[src/rtl/core/smsc_pkg.sv]
`timescale 1ns / 1ps

package smsc_pkg;

    // fixed field widths
    localparam int VAL_W = 32;
    localparam int TOT_W = 36;
    localparam int CNT_W = 5;
    localparam int CMD_W = 2;
    localparam int ST_W  = 2;

    // command codes
    localparam logic [CMD_W-1:0] CMD_PUSH = 2'd0;
    localparam logic [CMD_W-1:0] CMD_POP  = 2'd1;
    localparam logic [CMD_W-1:0] CMD_DUMP = 2'd2;

    // status codes
    localparam logic [ST_W-1:0] ST_OK    = 2'd0;
    localparam logic [ST_W-1:0] ST_FULL  = 2'd1;
    localparam logic [ST_W-1:0] ST_EMPTY = 2'd2;

    // sequencer states
    typedef enum logic [2:0] {
        S_IDLE,
        S_POP_RD,
        S_SCAN_RD,
        S_SCAN_CMP,
        S_DUMP_RD,
        S_DUMP_CAP,
        S_EMIT
    } t_state;

    // control of the shared max unit
    typedef struct packed {
        logic clr;
        logic load;
        logic upd;
    } t_max_ctl;

endpackage

[src/rtl/core/smsc_in_if.sv]
`timescale 1ns / 1ps

interface smsc_in_if;
    logic                                valid;
    logic                                ready;
    logic [smsc_pkg::CMD_W-1:0]          cmd;
    logic signed [smsc_pkg::VAL_W-1:0]   push_value;

    modport source (output valid, output cmd, output push_value, input ready);
    modport sink   (input valid, input cmd, input push_value, output ready);
endinterface

[src/rtl/core/smsc_out_if.sv]
`timescale 1ns / 1ps

interface smsc_out_if;
    logic                                valid;
    logic                                ready;
    logic [smsc_pkg::ST_W-1:0]           status;
    logic signed [smsc_pkg::VAL_W-1:0]   value;
    logic                                last;
    logic [smsc_pkg::CNT_W-1:0]          count;
    logic signed [smsc_pkg::TOT_W-1:0]   total;
    logic signed [smsc_pkg::VAL_W-1:0]   largest;

    modport source (output valid, output status, output value, output last,
                    output count, output total, output largest, input ready);
    modport sink   (input valid, input status, input value, input last,
                    input count, input total, input largest, output ready);
endinterface

[src/rtl/core/smsc_ram.sv]
`timescale 1ns / 1ps

module smsc_ram #(
    parameter int DEPTH = 16,
    parameter int AW    = 4
) (
    input  logic                              i_clk,
    input  logic                              i_we,
    input  logic [AW-1:0]                     i_waddr,
    input  logic signed [smsc_pkg::VAL_W-1:0] i_wdata,
    input  logic [AW-1:0]                     i_raddr,
    output logic signed [smsc_pkg::VAL_W-1:0] o_rdata
);
    import smsc_pkg::*;

    logic signed [VAL_W-1:0] r_mem [DEPTH];
    logic signed [VAL_W-1:0] r_rdata;

    // single write port
    always_ff @(posedge i_clk) begin
        if (i_we) begin
            r_mem[i_waddr] <= i_wdata;
        end
    end

    // registered read port
    always_ff @(posedge i_clk) begin
        r_rdata <= r_mem[i_raddr];
    end

    assign o_rdata = r_rdata;

endmodule

[src/rtl/core/smsc_max.sv]
`timescale 1ns / 1ps

module smsc_max (
    input  logic                              i_clk,
    input  smsc_pkg::t_max_ctl                i_ctl,
    input  logic signed [smsc_pkg::VAL_W-1:0] i_data,
    output logic signed [smsc_pkg::VAL_W-1:0] o_best
);
    import smsc_pkg::*;

    logic signed [VAL_W-1:0] r_best;

    // running maximum, one signed compare per step
    always_ff @(posedge i_clk) begin
        priority if (i_ctl.clr) begin
            r_best <= '0;
        end else if (i_ctl.load) begin
            r_best <= i_data;
        end else if (i_ctl.upd && (i_data > r_best)) begin
            r_best <= i_data;
        end
    end

    assign o_best = r_best;

endmodule

[src/rtl/core/stack_with_max_sum_count_core.sv]
`timescale 1ns / 1ps

// Bounded LIFO stack of signed 32-bit values, DEPTH entries deep. Each input beat is a
// push, a pop or a dump; every output beat carries the status, the popped or dumped
// value, the element count, the exact 36-bit sum and the largest stored element (0 when
// empty), all after the operation. The store is a single-port-read memory and the
// maximum is rebuilt after every command by walking the stored entries through one
// shared compare unit, with a read state and a compare state per entry. A pop first
// reads the top entry; a dump then walks its beats top down, each through a read, a
// capture and an emit state; an empty pop or dump goes straight to the emit state. The
// next input beat is taken once the last output beat sits in the output register.
module stack_with_max_sum_count_core #(
    parameter int DEPTH = 16
) (
    input  logic       i_clk,
    input  logic       i_rst_n,
    smsc_in_if.sink    i_in,
    smsc_out_if.source o_out
);
    import smsc_pkg::*;

    localparam int FW = $clog2(DEPTH + 1);
    localparam int AW = (DEPTH > 1) ? $clog2(DEPTH) : 1;
    localparam logic [FW-1:0] FULL_CNT = FW'(DEPTH);

    t_state                  r_state, n_state;
    logic [FW-1:0]           r_fill, n_fill;
    logic signed [TOT_W-1:0] r_total, n_total;
    logic [AW-1:0]           r_idx, n_idx;
    logic                    r_dump, n_dump;
    logic [ST_W-1:0]         r_status, n_status;
    logic signed [VAL_W-1:0] r_value, n_value;
    logic                    r_last, n_last;
    logic                    r_ov, n_ov;

    logic [ST_W-1:0]         r_ostatus;
    logic signed [VAL_W-1:0] r_ovalue;
    logic                    r_olast;
    logic [CNT_W-1:0]        r_ocount;
    logic signed [TOT_W-1:0] r_ototal;
    logic signed [VAL_W-1:0] r_olargest;

    logic                    in_rdy;
    logic                    out_free;
    logic                    out_load;
    logic [FW-1:0]           fill_m1;
    logic                    idx_at_top;
    logic                    we;
    logic [AW-1:0]           rd_addr;
    logic signed [VAL_W-1:0] rdata;
    logic signed [TOT_W-1:0] rdata_ext;
    logic signed [TOT_W-1:0] push_ext;
    t_max_ctl                max_ctl;
    logic signed [VAL_W-1:0] best;

    // element store
    smsc_ram #(
        .DEPTH (DEPTH),
        .AW    (AW)
    ) u_ram (
        .i_clk   (i_clk),
        .i_we    (we),
        .i_waddr (r_fill[AW-1:0]),
        .i_wdata (i_in.push_value),
        .i_raddr (rd_addr),
        .o_rdata (rdata)
    );

    // shared compare unit for the maximum
    smsc_max u_max (
        .i_clk  (i_clk),
        .i_ctl  (max_ctl),
        .i_data (rdata),
        .o_best (best)
    );

    assign out_free   = !r_ov || o_out.ready;
    assign fill_m1    = r_fill - 1'b1;
    assign idx_at_top = (FW'(r_idx) == fill_m1);
    assign rdata_ext  = {{(TOT_W - VAL_W){rdata[VAL_W-1]}}, rdata};
    assign push_ext   = {{(TOT_W - VAL_W){i_in.push_value[VAL_W-1]}}, i_in.push_value};

    // sequencer
    always_comb begin
        n_state  = r_state;
        n_fill   = r_fill;
        n_total  = r_total;
        n_idx    = r_idx;
        n_dump   = r_dump;
        n_status = r_status;
        n_value  = r_value;
        n_last   = r_last;
        n_ov     = r_ov && !o_out.ready;
        in_rdy   = 1'b0;
        we       = 1'b0;
        rd_addr  = r_idx;
        max_ctl  = '0;
        out_load = 1'b0;

        unique case (r_state)
            S_IDLE: begin
                in_rdy = 1'b1;
                if (i_in.valid) begin
                    max_ctl.clr = 1'b1;
                    n_value     = '0;
                    n_last      = 1'b1;
                    n_status    = ST_OK;
                    n_idx       = '0;
                    n_dump      = 1'b0;
                    unique case (i_in.cmd)
                        CMD_PUSH: begin
                            if (r_fill == FULL_CNT) begin
                                n_status = ST_FULL;
                            end else begin
                                we      = 1'b1;
                                n_fill  = r_fill + 1'b1;
                                n_total = r_total + push_ext;
                            end
                            n_state = S_SCAN_RD;
                        end
                        CMD_POP: begin
                            if (r_fill == '0) begin
                                n_status = ST_EMPTY;
                                n_state  = S_EMIT;
                            end else begin
                                n_fill  = fill_m1;
                                rd_addr = fill_m1[AW-1:0];
                                n_state = S_POP_RD;
                            end
                        end
                        CMD_DUMP: begin
                            if (r_fill == '0) begin
                                n_status = ST_EMPTY;
                                n_state  = S_EMIT;
                            end else begin
                                n_dump  = 1'b1;
                                n_state = S_SCAN_RD;
                            end
                        end
                        default: begin
                            n_state = (r_fill == '0) ? S_EMIT : S_SCAN_RD;
                        end
                    endcase
                end
            end
            S_POP_RD: begin
                n_value = rdata;
                n_total = r_total - rdata_ext;
                n_state = (r_fill == '0) ? S_EMIT : S_SCAN_RD;
            end
            S_SCAN_RD: begin
                n_state = S_SCAN_CMP;
            end
            S_SCAN_CMP: begin
                max_ctl.load = (r_idx == '0);
                max_ctl.upd  = (r_idx != '0);
                if (idx_at_top) begin
                    if (r_dump) begin
                        n_idx   = fill_m1[AW-1:0];
                        n_state = S_DUMP_RD;
                    end else begin
                        n_state = S_EMIT;
                    end
                end else begin
                    n_idx   = r_idx + 1'b1;
                    n_state = S_SCAN_RD;
                end
            end
            S_DUMP_RD: begin
                n_state = S_DUMP_CAP;
            end
            S_DUMP_CAP: begin
                n_value = rdata;
                n_last  = (r_idx == '0);
                n_state = S_EMIT;
            end
            S_EMIT: begin
                if (out_free) begin
                    out_load = 1'b1;
                    n_ov     = 1'b1;
                    if (r_dump && !r_last) begin
                        n_idx   = r_idx - 1'b1;
                        n_state = S_DUMP_RD;
                    end else begin
                        n_state = S_IDLE;
                    end
                end
            end
            default: begin
                n_state = S_IDLE;
            end
        endcase
    end

    // control state
    always_ff @(posedge i_clk) begin
        if (!i_rst_n) begin
            r_state <= S_IDLE;
            r_fill  <= '0;
            r_total <= '0;
            r_dump  <= 1'b0;
            r_ov    <= 1'b0;
        end else begin
            r_state <= n_state;
            r_fill  <= n_fill;
            r_total <= n_total;
            r_dump  <= n_dump;
            r_ov    <= n_ov;
        end
    end

    // working payload
    always_ff @(posedge i_clk) begin
        r_idx    <= n_idx;
        r_status <= n_status;
        r_value  <= n_value;
        r_last   <= n_last;
    end

    // output register
    always_ff @(posedge i_clk) begin
        if (out_load) begin
            r_ostatus  <= r_status;
            r_ovalue   <= r_value;
            r_olast    <= r_last;
            r_ocount   <= CNT_W'(r_fill);
            r_ototal   <= r_total;
            r_olargest <= best;
        end
    end

    assign i_in.ready    = in_rdy;
    assign o_out.valid   = r_ov;
    assign o_out.status  = r_ostatus;
    assign o_out.value   = r_ovalue;
    assign o_out.last    = r_olast;
    assign o_out.count   = r_ocount;
    assign o_out.total   = r_ototal;
    assign o_out.largest = r_olargest;

endmodule

[src/flat_wrapper.sv]
// flat-port wrapper written by rule: the top's interface ports become plain ports
module stack_with_max_sum_count_core_flat import smsc_pkg::*;
#(
    parameter int DEPTH = 16
)
  (i_clk, i_rst_n, i_in_valid, i_in_cmd, i_in_push_value, i_in_ready, o_out_valid, o_out_status, o_out_value, o_out_last, o_out_count, o_out_total, o_out_largest, o_out_ready);
  smsc_in_if i_in_i ();
  smsc_out_if o_out_i ();
  input  logic i_clk;
  input  logic i_rst_n;
  input wire logic [$bits(i_in_i.valid)-1:0] i_in_valid;
  input wire logic [$bits(i_in_i.cmd)-1:0] i_in_cmd;
  input wire logic [$bits(i_in_i.push_value)-1:0] i_in_push_value;
  output wire logic [$bits(i_in_i.ready)-1:0] i_in_ready;
  output wire logic [$bits(o_out_i.valid)-1:0] o_out_valid;
  output wire logic [$bits(o_out_i.status)-1:0] o_out_status;
  output wire logic [$bits(o_out_i.value)-1:0] o_out_value;
  output wire logic [$bits(o_out_i.last)-1:0] o_out_last;
  output wire logic [$bits(o_out_i.count)-1:0] o_out_count;
  output wire logic [$bits(o_out_i.total)-1:0] o_out_total;
  output wire logic [$bits(o_out_i.largest)-1:0] o_out_largest;
  input wire logic [$bits(o_out_i.ready)-1:0] o_out_ready;
  assign i_in_i.valid = i_in_valid;
  assign i_in_i.cmd = i_in_cmd;
  assign i_in_i.push_value = i_in_push_value;
  assign i_in_ready = i_in_i.ready;
  assign o_out_valid = o_out_i.valid;
  assign o_out_status = o_out_i.status;
  assign o_out_value = o_out_i.value;
  assign o_out_last = o_out_i.last;
  assign o_out_count = o_out_i.count;
  assign o_out_total = o_out_i.total;
  assign o_out_largest = o_out_i.largest;
  assign o_out_i.ready = o_out_ready;
  stack_with_max_sum_count_core #(.DEPTH(DEPTH)) u_core (.i_clk(i_clk), .i_rst_n(i_rst_n), .i_in(i_in_i), .o_out(o_out_i));
endmodule
[config.mk]
export PLATFORM = sky130hd
export DESIGN_NAME = stack_with_max_sum_count_core_flat
export DESIGN_NICKNAME = d
export VERILOG_FILES = /design/src/rtl/core/smsc_pkg.sv /design/src/rtl/core/smsc_in_if.sv /design/src/rtl/core/smsc_out_if.sv /design/src/rtl/core/smsc_ram.sv /design/src/rtl/core/smsc_max.sv /design/src/rtl/core/stack_with_max_sum_count_core.sv /design/src/flat_wrapper.sv
export SDC_FILE = /design/constraint.sdc
export NUM_CORES = 1
export LEC_CHECK = 0
export BUFFER_PORTS_ARGS = -buffer_cell sky130_fd_sc_hd__buf_2
export CAP_MARGIN = 25
export CORE_MARGIN = 2
export CORE_UTILIZATION = 64
export CTS_BUF_LIST = sky130_fd_sc_hd__clkbuf_4
export DETAILED_ROUTE_END_ITERATION = 8
export GPL_TIMING_DRIVEN = 0
export MAX_ROUTING_LAYER = met4
export PLACE_DENSITY_LB_ADDON = 0.2
export SYNTH_ARGS = -nofsm -noshare
export SYNTH_HDL_FRONTEND = slang
export SYNTH_SLANG_ARGS = --single-unit
[constraint.sdc]
create_clock -name i_clk -period 6.8 [get_ports i_clk]
set_input_delay 1.02 -clock i_clk [delete_from_list [all_inputs] [get_ports i_clk]]
set_output_delay 1.02 -clock i_clk [all_outputs]
set_load 0.02 [all_outputs]
==> reports/results.ini <==
[timing]
worst_slack_ns = 1.28
rsz0062_at_grt = false
maxSlewViolCount = 0
setup_violations = 0
hold_violations = 0
fin_tns_setup_ns = 0
worstMarginPinSlew_ns = 1.03
period_share = 0.811
period_needed_ns = 5.52
finClkSkew_ns = 0.0517
hold_ws_ns = 0.414
max_slew_margin = 0.311
fmax_ghz = 0.181

[clock_tree]
cts_buffers = 182
post_cts_buffers = 0
cts.sinks = 769
clk_pin_slew_ns = 0.06
htree_levels = 4
ctsResizeCount = 0
cts.root.buffer_cell = clkbuf_4
postCtsHoldBufs = 0
insertion_delay_ns = 1.04
cts_buffer_depth = 3
tritoncts = built

[die]
die_w_um = 230
die_area_sq_um = 52900
core_sq_um = 50300
start_util = 0.650
num_rows = 82
ios = 148
die_h_um = 230

[grt]
grt_pass1_vias = 22055
globalRouteOverflowTotal = 0
grt_max_degree = 41
grt_pass1_wl_um = 126000
antenna_found_initial = 2
grtUsageTotal = 0.330

[pwr]
pwr_density_cell_nw_per_um2 = 360
finalPower_mw = 13.4
peakVddDrop_mv = 0.267
p_leak_nw = 13.5

[logic_synthesis]
synth_warnings = 0
ys_types = 76
synthesis.nets = 2487
syn-cell-area_sq_um = 32700
synthArstFlopShare = 0
seq_area_frac_synth = 0.673
synth_area_per_cell_sq_um = 13.8
synth-edff-count = 659
syn_inst = 2369
ys.flop_type = edfxtp_1
ys_ff_latch = 769

[critical_path]
required_ns = 7.70
crit_path_start_kind = register
critical_path_class = reg -> reg
slowest_stage = nor2_1
cp_cell_sequence = clkbuf_1 > nand2b_1 > nor2_1 > clkbuf_1 > nand2_1 > o21ai_0 > ha_1 > inv_1 > fa_1 > a21o_1 > a311o_1 > nand2_1 > o311a_2 > o21ai_2 > a211o_1 > o211ai_1 > a2111oi_0 > or3b_2
crit_buf_inv = 3
crit_fanout = 10
path_delay_family = compound AO/OA/AOI/OAI gates
cp.arrival_ns = 6.42
slowest_delay_ns = 0.64
endpoint_kind = register

[layout]
drive_gt1_frac = 0.190
final_nets = 2845
fin_area_sq_um = 37200
fin_cells = 3546
area_growth_pct = 13.9
fill_cells = 3274
fin_util = 0.740

[routing]
drcViolationCount = 0
routed.top_layer = met4
ant_nets = 0
totalWireLength_um = 83300
drtIter0Drc = 2285
drt_pre_antenna_iters = 6
via_per_inst = 6.19
wl_per_cell_um = 23.5
wl_met3_um = 7780
wl_met2_um = 39500
wl_met1_um = 31800
via_count = 21964

[placed_design]
post-place-ws_ns = 0.401
dpl.cell_count = 3215
port_buffers = 147
postPlaceCellArea_sq_um = 34900
place_congestion = 0.989
hpwl_um = 58500

[flow_run]
max_cap_viol_count = 0

[min_path]
min_path_type = reg -> reg

[run_status]
outcome = completed

## routing by layer
layer  vias up  global-route usage
met2      1205               0.509
met1     10583               0.407
li1       9901                   -
met5         -                   -
met4         0               0.183
met3       275              0.0750
## kinds of logic (layout without fill, tap and decap cells)
group / after synthesis / after routing / synth area share
and+or+nand+nor: 505 / 505 / 0.0816
buffers and inverters: 189 / 692 / 0.0290
adders and majority gates: 80 / 80 / 0.0309
muxes: 141 / 141 / 0.0436
AOI/OAI and AO/OA: 622 / 622 / 0.125
other: 0 / 2 / 0
xor gates and xnor gates: 63 / 63 / 0.0169
DFF: 769 / 769 / 0.673
## sequential cells by signal, indices dropped and copies added (netlist names), 32 cells and up
name                  flops
u_core.r_total           36
u_core.u_ram.r_mem      512
u_core.r_value           32
u_core.u_max.o_best      32
u_core.o_out.value       32
u_core.u_ram.o_rdata     32
u_core.o_out.total       36
u_core.o_out.largest     32
## report_power, final
group,switching [mW],total [mW],internal [mW]
clock network,1.77,3.68,1.90
logic,2.41,3.76,1.35
registers,0.389,5.96,5.57
total,4.57,13.4,8.82
## Yosys cell counts (all sizes together), types with 42 or more instances
cell    count  area, sq um
nand2     119          449
inv        53          199
a211oi    233         1750
a21o       42          315
mux2i     141         1420
ha         79          988
buf        46          410
nor2       88          338
nor2b     132          826
clkbuf     90          338
dfxtp     110         2200
edfxtp    659        19800
a21oi     212         1060
## cell usage in the layout, fill, tap and decap left out, types with 7 or more instances in the layout
cell type / synthesis / layout
buf_6: 9 / 15
a211oi_1: 233 / 233
nand3_1: 23 / 23
nand2_1: 118 / 118
clkbuf_1: 90 / 90
xor2_1: 29 / 29
inv_1: 52 / 52
mux2i_1: 140 / 140
nand4_1: 15 / 15
xnor2_1: 34 / 34
edfxtp_1: 659 / 659
nor2b_1: 132 / 132
a21oi_1: 212 / 212
buf_2: 22 / 169
o31ai_1: 33 / 33
buf_16: 0 / 9
buf_4: 6 / 10
nor2_4: 1 / 15
a31oi_1: 8 / 8
ha_1: 79 / 79
dfxtp_1: 110 / 110
o21ai_0: 40 / 40
clkinv_2: 0 / 8
clkinv_1: 0 / 40
or3_1: 12 / 12
nor2_1: 87 / 73
nand2b_1: 12 / 12
a21o_1: 42 / 42
nor3_1: 22 / 19
and2_1: 38 / 38
buf_12: 6 / 14
clkbuf_4: 0 / 271
inv_2: 1 / 7
## final cells by class
type                            instances  area [sq um]  area share
Antenna cell                            2          5.00    0.000135
Clock buffer                          271          2030      0.0547
Multi-Input combinational cell       1411          9860       0.265
Inverter                               53           199     0.00535
Buffer                                136           748      0.0201
Tap cell                              672           841      0.0226
Timing Repair Buffer                  174          1240      0.0334
Sequential cell                       769         22000       0.591
Clock inverter                         58           288     0.00773
## path summary, 6_finish.rpt
kind,start,end,slack [ns],cells after the start
worst max-delay path,u_core.r_state[0],u_core.r_total[34],1.28,18
worst min-delay path,u_core.r_value[21],u_core.o_out.value[21],0.41,0
worst max register to register,u_core.r_state[0],u_core.r_total[34],1.28,18
worst min register to register,u_core.r_value[21],u_core.o_out.value[21],0.41,0
No activity file was read; power rests on OpenSTA's default activity.
